<file path="src/hdl/bsde_pkg.sv">
// Types and constants for the bit subset deposit/extract block.
package bsde_pkg;

   // Fixed field widths
   localparam int DATA_WIDTH      = 32;
   localparam int IDX_WIDTH       = $clog2(DATA_WIDTH);
   localparam int COUNT_WIDTH     = IDX_WIDTH + 1;
   localparam int AW_WIDTH        = 6;
   localparam int CSR_INDEX_WIDTH = 4;
   localparam int WIDTH_DEFAULT   = 32;

   // Configuration reset values
   localparam logic [DATA_WIDTH-1:0] USED_MASK_RESET    = '1;
   localparam logic [AW_WIDTH-1:0]   ACTIVE_WIDTH_RESET = AW_WIDTH'(32);

   // Operation codes
   typedef enum logic {
      FUNC_DEPOSIT = 1'b0,
      FUNC_EXTRACT = 1'b1
   } func_type;

   // Configuration register indexes
   typedef enum logic [CSR_INDEX_WIDTH-1:0] {
      CSR_USED_MASK    = CSR_INDEX_WIDTH'(0),
      CSR_ACTIVE_WIDTH = CSR_INDEX_WIDTH'(1)
   } csr_index_type;

   // Work carried by an item as it walks the cell chain
   typedef struct packed {
      func_type                func;
      logic [DATA_WIDTH-1:0]   operand;
      logic [DATA_WIDTH-1:0]   result;
      logic [COUNT_WIDTH-1:0]  count;
   } payload_type;

   // Link between neighboring cells
   typedef struct packed {
      logic        valid;
      payload_type data;
   } link_type;

endpackage

</file>
<file path="src/hdl/bsde_channels.sv">
// Handshake channel interfaces: request, response and configuration write.

interface bsde_req_if
   import bsde_pkg::*;
();
   logic                  valid;
   logic                  ready;
   func_type              func;
   logic [DATA_WIDTH-1:0] operand_value;

   modport source (output valid, output func, output operand_value, input ready);
   modport sink   (input valid, input func, input operand_value, output ready);
endinterface

interface bsde_rsp_if
   import bsde_pkg::*;
();
   logic                  valid;
   logic                  ready;
   logic [DATA_WIDTH-1:0] result_value;

   modport source (output valid, output result_value, input ready);
   modport sink   (input valid, input result_value, output ready);
endinterface

interface bsde_csr_if
   import bsde_pkg::*;
();
   logic                       valid;
   logic                       ready;
   logic [CSR_INDEX_WIDTH-1:0] index;
   logic [DATA_WIDTH-1:0]      data;

   modport source (output valid, output index, output data, input ready);
   modport sink   (input valid, input index, input data, output ready);
endinterface

</file>
<file path="src/hdl/bit_subset_deposit_extract.sv">
// Top level: bit subset deposit/extract over a chain of bit-position cells.
//
//   channel  dir  fields                      accepted when
//   req_ch   in   func, operand_value         valid && ready
//   rsp_ch   out  result_value                valid && ready
//   csr_ch   in   index, data                 valid && ready (ready tied high)
//
// One item enters per cycle unless the chain is stalled; each passes through
// the bit-position cells in order, one register per cell, then the output register.
// Each cell holds its own valid bit, so bubbles close up under a stall and
// items are still taken while a result waits in the output register, until the chain fills.
// Reset clears all valid bits and loads used_mask to all ones, active_width to 32.
module bit_subset_deposit_extract
   import bsde_pkg::*;
#(
   parameter int WIDTH = WIDTH_DEFAULT
) (
   input  logic       clock,
   input  logic       reset,
   bsde_req_if.sink   req_ch,
   bsde_rsp_if.source rsp_ch,
   bsde_csr_if.sink   csr_ch
);

   localparam int CELLS = (WIDTH < DATA_WIDTH) ? WIDTH : DATA_WIDTH;

   logic [CELLS-1:0] eff_mask;
   link_type         links [0:CELLS];
   logic [CELLS:0]   adv;

   // Configuration
   bsde_csr #(.CELLS(CELLS)) u_csr (
      .clock    (clock),
      .reset    (reset),
      .csr      (csr_ch),
      .eff_mask (eff_mask)
   );

   // Entry into the chain
   assign links[0].valid        = req_ch.valid;
   assign links[0].data.func    = req_ch.func;
   assign links[0].data.operand = req_ch.operand_value;
   assign links[0].data.result  = '0;
   assign links[0].data.count   = '0;
   assign req_ch.ready          = adv[0];

   // One cell per bit position, lowest first
   for (genvar i = 0; i < CELLS; i++) begin : g_cell
      bsde_cell #(.POS(i)) u_cell (
         .clock     (clock),
         .reset     (reset),
         .prev_link (links[i]),
         .mask_bit  (eff_mask[i]),
         .adv_out   (adv[i+1]),
         .adv_in    (adv[i]),
         .next_link (links[i+1])
      );
   end

   // Result register
   bsde_out u_out (
      .clock     (clock),
      .reset     (reset),
      .last_link (links[CELLS]),
      .adv_in    (adv[CELLS]),
      .rsp       (rsp_ch)
   );

endmodule

</file>
<file path="src/hdl/bsde_csr.sv">
// Configuration registers and the effective position mask.
module bsde_csr
   import bsde_pkg::*;
#(
   parameter int CELLS = WIDTH_DEFAULT
) (
   input  logic             clock,
   input  logic             reset,
   bsde_csr_if.sink         csr,
   output logic [CELLS-1:0] eff_mask
);

   logic [DATA_WIDTH-1:0] used_mask_ff;
   logic [AW_WIDTH-1:0]   active_width_ff;

   // Writes are always taken
   assign csr.ready = 1'b1;

   always_ff @(posedge clock) begin
      if (reset) begin
         used_mask_ff    <= USED_MASK_RESET;
         active_width_ff <= ACTIVE_WIDTH_RESET;
      end else if (csr.valid) begin
         case (csr.index)
            CSR_USED_MASK:    used_mask_ff    <= csr.data;
            CSR_ACTIVE_WIDTH: active_width_ff <= csr.data[AW_WIDTH-1:0];
            default: ;  // unknown index: write dropped
         endcase
      end
   end

   // A position counts if it is used and below the active width
   always_comb begin
      for (int i = 0; i < CELLS; i++) begin
         eff_mask[i] = used_mask_ff[i] && (AW_WIDTH'(i) < active_width_ff);
      end
   end

endmodule

</file>
<file path="src/hdl/bsde_cell.sv">
// One bit-position cell of the deposit/extract chain.
module bsde_cell
   import bsde_pkg::*;
#(
   parameter int POS = 0
) (
   input  logic     clock,
   input  logic     reset,
   input  link_type prev_link,
   input  logic     mask_bit,
   input  logic     adv_out,
   output logic     adv_in,
   output link_type next_link
);

   logic        valid_ff;
   payload_type payload_ff;
   payload_type payload_in;

   // Register loads when empty or when its item moves on
   assign adv_in = !valid_ff || adv_out;

   // Handle this position when the mask uses it
   always_comb begin
      payload_in = prev_link.data;
      if (mask_bit) begin
         case (prev_link.data.func)
            FUNC_DEPOSIT: begin
               // next index bit lands here; index shifts down
               payload_in.result[POS] = prev_link.data.operand[0];
               payload_in.operand     = prev_link.data.operand >> 1;
            end
            FUNC_EXTRACT: begin
               // this value bit goes to the next packed slot
               payload_in.result[prev_link.data.count[IDX_WIDTH-1:0]] =
                  prev_link.data.operand[POS];
               payload_in.count = prev_link.data.count + 1'b1;
            end
            default: ;
         endcase
      end
   end

   always_ff @(posedge clock) begin
      if (reset) begin
         valid_ff <= 1'b0;
      end else if (adv_in) begin
         valid_ff <= prev_link.valid;
      end
   end

   always_ff @(posedge clock) begin
      if (adv_in) begin
         payload_ff <= payload_in;
      end
   end

   assign next_link.valid = valid_ff;
   assign next_link.data  = payload_ff;

endmodule

</file>
<file path="src/hdl/bsde_out.sv">
// Output register that drives the response channel.
module bsde_out
   import bsde_pkg::*;
(
   input  logic      clock,
   input  logic      reset,
   input  link_type  last_link,
   output logic      adv_in,
   bsde_rsp_if.source rsp
);

   logic                  valid_ff;
   logic [DATA_WIDTH-1:0] result_ff;

   // Free slot or item leaving this cycle
   assign adv_in = !valid_ff || rsp.ready;

   always_ff @(posedge clock) begin
      if (reset) begin
         valid_ff <= 1'b0;
      end else if (adv_in) begin
         valid_ff <= last_link.valid;
      end
   end

   always_ff @(posedge clock) begin
      if (adv_in) begin
         result_ff <= last_link.data.result;
      end
   end

   assign rsp.valid        = valid_ff;
   assign rsp.result_value = result_ff;

endmodule

</file>
<file path="src/flat_wrapper.sv">
// flat-port wrapper written by rule: the top's interface ports become plain ports
module bit_subset_deposit_extract_flat import bsde_pkg::*;
#(
   parameter int WIDTH = WIDTH_DEFAULT
)
  (clock, reset, req_ch_valid, req_ch_func, req_ch_operand_value, req_ch_ready, rsp_ch_valid, rsp_ch_result_value, rsp_ch_ready, csr_ch_valid, csr_ch_index, csr_ch_data, csr_ch_ready);
  bsde_req_if req_ch_i ();
  bsde_rsp_if rsp_ch_i ();
  bsde_csr_if csr_ch_i ();
  input  logic clock;
  input  logic reset;
  input wire logic [$bits(req_ch_i.valid)-1:0] req_ch_valid;
  input wire logic [$bits(req_ch_i.func)-1:0] req_ch_func;
  input wire logic [$bits(req_ch_i.operand_value)-1:0] req_ch_operand_value;
  output wire logic [$bits(req_ch_i.ready)-1:0] req_ch_ready;
  output wire logic [$bits(rsp_ch_i.valid)-1:0] rsp_ch_valid;
  output wire logic [$bits(rsp_ch_i.result_value)-1:0] rsp_ch_result_value;
  input wire logic [$bits(rsp_ch_i.ready)-1:0] rsp_ch_ready;
  input wire logic [$bits(csr_ch_i.valid)-1:0] csr_ch_valid;
  input wire logic [$bits(csr_ch_i.index)-1:0] csr_ch_index;
  input wire logic [$bits(csr_ch_i.data)-1:0] csr_ch_data;
  output wire logic [$bits(csr_ch_i.ready)-1:0] csr_ch_ready;
  assign req_ch_i.valid = req_ch_valid;
  assign req_ch_i.func = req_ch_func;
  assign req_ch_i.operand_value = req_ch_operand_value;
  assign req_ch_ready = req_ch_i.ready;
  assign rsp_ch_valid = rsp_ch_i.valid;
  assign rsp_ch_result_value = rsp_ch_i.result_value;
  assign rsp_ch_i.ready = rsp_ch_ready;
  assign csr_ch_i.valid = csr_ch_valid;
  assign csr_ch_i.index = csr_ch_index;
  assign csr_ch_i.data = csr_ch_data;
  assign csr_ch_ready = csr_ch_i.ready;
  bit_subset_deposit_extract #(.WIDTH(WIDTH)) u_core (.clock(clock), .reset(reset), .req_ch(req_ch_i), .rsp_ch(rsp_ch_i), .csr_ch(csr_ch_i));
endmodule
</file>
<file path="config.mk">
export PLATFORM = sky130hd
export DESIGN_NAME = bit_subset_deposit_extract_flat
export DESIGN_NICKNAME = d
export VERILOG_FILES = /design/src/hdl/bsde_pkg.sv /design/src/hdl/bsde_channels.sv /design/src/hdl/bit_subset_deposit_extract.sv /design/src/hdl/bsde_csr.sv /design/src/hdl/bsde_cell.sv /design/src/hdl/bsde_out.sv /design/src/flat_wrapper.sv
export SDC_FILE = /design/constraint.sdc
export NUM_CORES = 2
export LEC_CHECK = 0
export BUFFER_PORTS_ARGS = -buffer_cell sky130_fd_sc_hd__buf_2
export CORE_AREA = 5 5 553 555
export DETAILED_ROUTE_END_ITERATION = 12
export DIE_AREA = 0 0 558 560
export GPL_TIMING_DRIVEN = 1
export PLACE_DENSITY_LB_ADDON = 0.2
export SYNTH_ARGS = -nofsm -noshare
export SYNTH_HDL_FRONTEND = slang
export SYNTH_SLANG_ARGS = --single-unit
</file>
<file path="constraint.sdc">
create_clock -name clock -period 17.2 [get_ports clock]
set_input_delay 1.72 -clock clock [delete_from_list [all_inputs] [get_ports clock]]
set_output_delay 1.72 -clock clock [all_outputs]
set_load 0.03 [all_outputs]
</file>
==> results.py <==
metrics = {
    "status": {
        "status": "finished, final reports clean",
    },
    "routing": {
        "vias": 48400,
        "drtIter0Drc": 3120,
        "firstDrtPassIters": 6,
        "drc": 0,
        "viasPerCell": 4.71,
        "wl_per_cell_um": 20.5,
        "postRouteAntennaNets": 0,
        "wl_um": 211000,
    },
    "critical_path": {
        "crit_chain": "buf_2 -> nand4b_1 -> nor4_4 -> buf_4 -> and3_1 -> nand3_2 -> buf_2",
        "cpMostUsedCell": "buf_2",
        "cp.required_ps": 15480,
        "worst-path-buf-inv": 3,
        "reg2reg_from": "u_core.u_csr.active_width_ff[0]",
        "reg2reg_to": "u_core.g_cell[10].u_cell.next_link[52]",
        "rrSetupSlack_ps": 13830,
        "end_kind": "primary output",
        "cp.arrival_ps": 3650,
        "crit_start": "rsp_ch_ready",
        "crit_path_top_delay_cell": "buf_4",
        "criticalPathCategory": "in -> out",
        "cp_top_family": "simple AND/OR/NAND/NOR gates",
        "critical_path.max_fanout": 17,
        "start_kind": "input pin",
        "rr_worst_depth": 5,
        "slowest_delay_ps": 370,
    },
    "sta": {
        "setup-tns-final_ps": 0,
        "clock-skew-final_ps": 104,
        "period_minus_slack_ps": 5370,
        "tightest_slew_ps": 1260,
        "fin_crit_sh": 0.312,
        "setup_viol": 0,
        "drv_slew": 0,
        "rsz0062_at_grt": "false",
        "fmax_mhz": 186,
        "slew_headroom": 0.157,
        "hold_violations": 0,
    },
    "floorplanning": {
        "core_mm2": 0.301,
        "num_rows": 202,
        "dieArea_mm2": 0.312,
        "pin_count": 109,
        "dieHeight_um": 560,
        "start_util": 0.298,
        "die_x_um": 558,
    },
    "synthesis": {
        "yosysWarnings": 0,
        "synth.area.mux_share": 0.199,
        "synthXorXnorAreaFrac": 0.0101,
        "synth_nets": 6314,
        "async_flop_share": 0,
        "synth_compound_area_frac": 0.0185,
        "yosysSeqAreaShare": 0.637,
        "yosys.area_share.simple": 0.0953,
        "synth_top_family_by_area": "multiplexers",
        "synthFlopType": "edfxtp_1",
        "syn-mean-instance-area_um2": 14.6,
        "synth_seq_cells": 1926,
        "synthesis.instances": 6127,
        "synth_fa_ha_area_frac": 0.0158,
        "synth_cell_types": 85,
        "syn_area_mm2": 0.0897,
        "synth-edff-count": 1855,
    },
    "grt": {
        "grtUsageMet3": 0.0189,
        "grt_pass1_vias": 50200,
        "grt_overflow": 0,
        "gr-usage-met1": 0.159,
        "use_met2": 0.239,
        "grt_pass1_wl_um": 315000,
        "antenna_found_initial": 15,
        "grt_max_degree": 76,
        "grt_usage": 0.130,
        "top_usage_layer": "met2",
    },
    "pwr": {
        "vdd.ir_drop.worst_uv": 109,
        "p_leak_uw": 0.0380,
        "powerDensity_mw_per_mm2": 150,
    },
    "placed_design": {
        "gp_congestion": 0.780,
        "port_buffers": 107,
        "place_inst": 9880,
        "hpwl_um": 147000,
    },
    "clock_network": {
        "cts_root_buf": "clkbuf_16",
        "clk_latency_ps": 880,
        "path_clk_slew_ps": 60,
        "cts_tree": "built",
        "cts_max_level": 4,
        "postCtsSetupRepairBufs": 0,
        "cts_resized": 0,
        "max-clock-path-buffers": 4,
        "clkSinkCount": 1926,
        "cts_buffers": 216,
        "holdBufCountCts": 0,
    },
    "min_path": {
        "hold-path-endpoint": "u_core.g_cell[19].u_cell.valid_ff",
        "hold_class": "reg -> reg",
        "hp-start": "u_core.g_cell[18].u_cell.valid_ff",
        "whs_path_depth": 2,
    },
    "final_layout": {
        "drive_gt1_frac": 0.339,
        "final_cell_mix": "edfxtp_1, mux2_2, nand3_1",
        "layout_commonest_cell": "edfxtp_1",
        "fin_nets": 6307,
        "stdcell_count": 10300,
        "post-route-util": 0.336,
        "area_delta_synth_final_pct": 12.9,
    },
    "flow_run": {
        "maxCapViolations": 0,
    },
}
## sequential cells by signal (all words and copies together), names as in the netlist
register / flops
u_core.g_cell.u_cell.next_link: 1823
u_core.g_cell.u_cell.valid_ff: 32
u_core.u_csr.active_width_ff: 6
u_core.u_csr.used_mask_ff: 32
u_core.u_out.rsp.result_value: 32
u_core.u_out.rsp.valid: 1
## final cells by class
| class | count | area (um2) |
|---|---|---|
| timing repair buffer | 176 | 1060 |
| inverter | 112 | 420 |
| fill | 28900 | 200000 |
| multi-input combinational | 3688 | 30600 |
| tap | 3978 | 4980 |
| antenna | 3 | 7.51 |
| sequential | 1926 | 57100 |
| clock inverter | 131 | 1340 |
| clock buffer | 269 | 5700 |
## report_power, final
part	total [uW]	leakage, uW	internal [uW]	switching (uW)
Clock	4590	0.00344	2690	1900
Sequential	7910	0.0216	6850	1060
Combinational	2650	0.0129	1320	1330
## worst max-delay path by stage
stage	to	cells after the start	slack, ps
6_report	req_ch_ready	7	11830
5_1_grt	req_ch_ready	7	11790
4_1_cts	req_ch_ready	7	11840
3_5_place_dp	req_ch_ready	7	11860
3_3_place_gp	req_ch_ready	7	11790
2_1_floorplan	u_core.g_cell[19].u_cell.next_link[0]	5	10550
## metrics by stage
stage               power, uW  instance area [um2]  setup WS, ps  hold WS (ps)
finish                  15200               101000         11830           414
global route            15900               101000         11790           421
CTS                     15400               101000         11840           399
detailed placement      10700                94100         11860           405
global placement        10700                94100         11790           401
floorplan                9480                89700         10550           400
## logic make-up after synthesis
family | after synthesis
AO/OA/AOI/OAI | 230
XOR/XNOR | 103
adder cells (fa/ha/maj) | 113
buffers and inverters | 513
flip-flops | 1926
multiplexers | 1577
other | 1
AND/OR/NAND/NOR | 1664
## synth_stat cells (all sizes together), types with 6 or more instances
library cell,number,area (um2)
nand4,100,626
buf,138,734
or3,6,37.5
a21boi,12,93.8
a41oi,9,78.8
inv,112,420
o211ai,7,57.6
nand2,403,1510
xor2,27,236
nor3,99,495
edfxtp,1855,55700
a21oi,46,238
nand3,450,2250
mux2,1571,17800
dfxtp,71,1420
nor2b,45,282
nor2,219,835
mux2i,6,60.1
nor4,8,71.3
ha,113,1410
a21o,9,67.6
and3,61,382
nand2b,22,138
a211oi,13,118
and3b,38,333
o21a,10,75.1
nand3b,59,443
and2,41,257
o31ai,11,87.6
nor3b,80,606
a211o,6,52.6
and4,12,105
clkbuf,263,996
o21ai,59,314
xnor2,76,666
## worst min-delay path: cells and delay by family, from the launching register on
family / cells / cell delay [ps]
DFF: 1 / 310
buffers and inverters: 1 / 50
AOI/OAI and AO/OA: 1 / 50
## routing by layer
| metal | vias to the layer above | share of wire | wire [um] |
|---|---|---|---|
| met5 | - | 0.000062 | 13 |
| met4 | 2 | 0.025 | 5180 |
| met3 | 297 | 0.037 | 7720 |
| met2 | 910 | 0.52 | 110000 |
| met1 | 24000 | 0.42 | 87600 |
| li1 | 23200 | - | - |
Note: power is estimated with default switching activity, not from simulation.
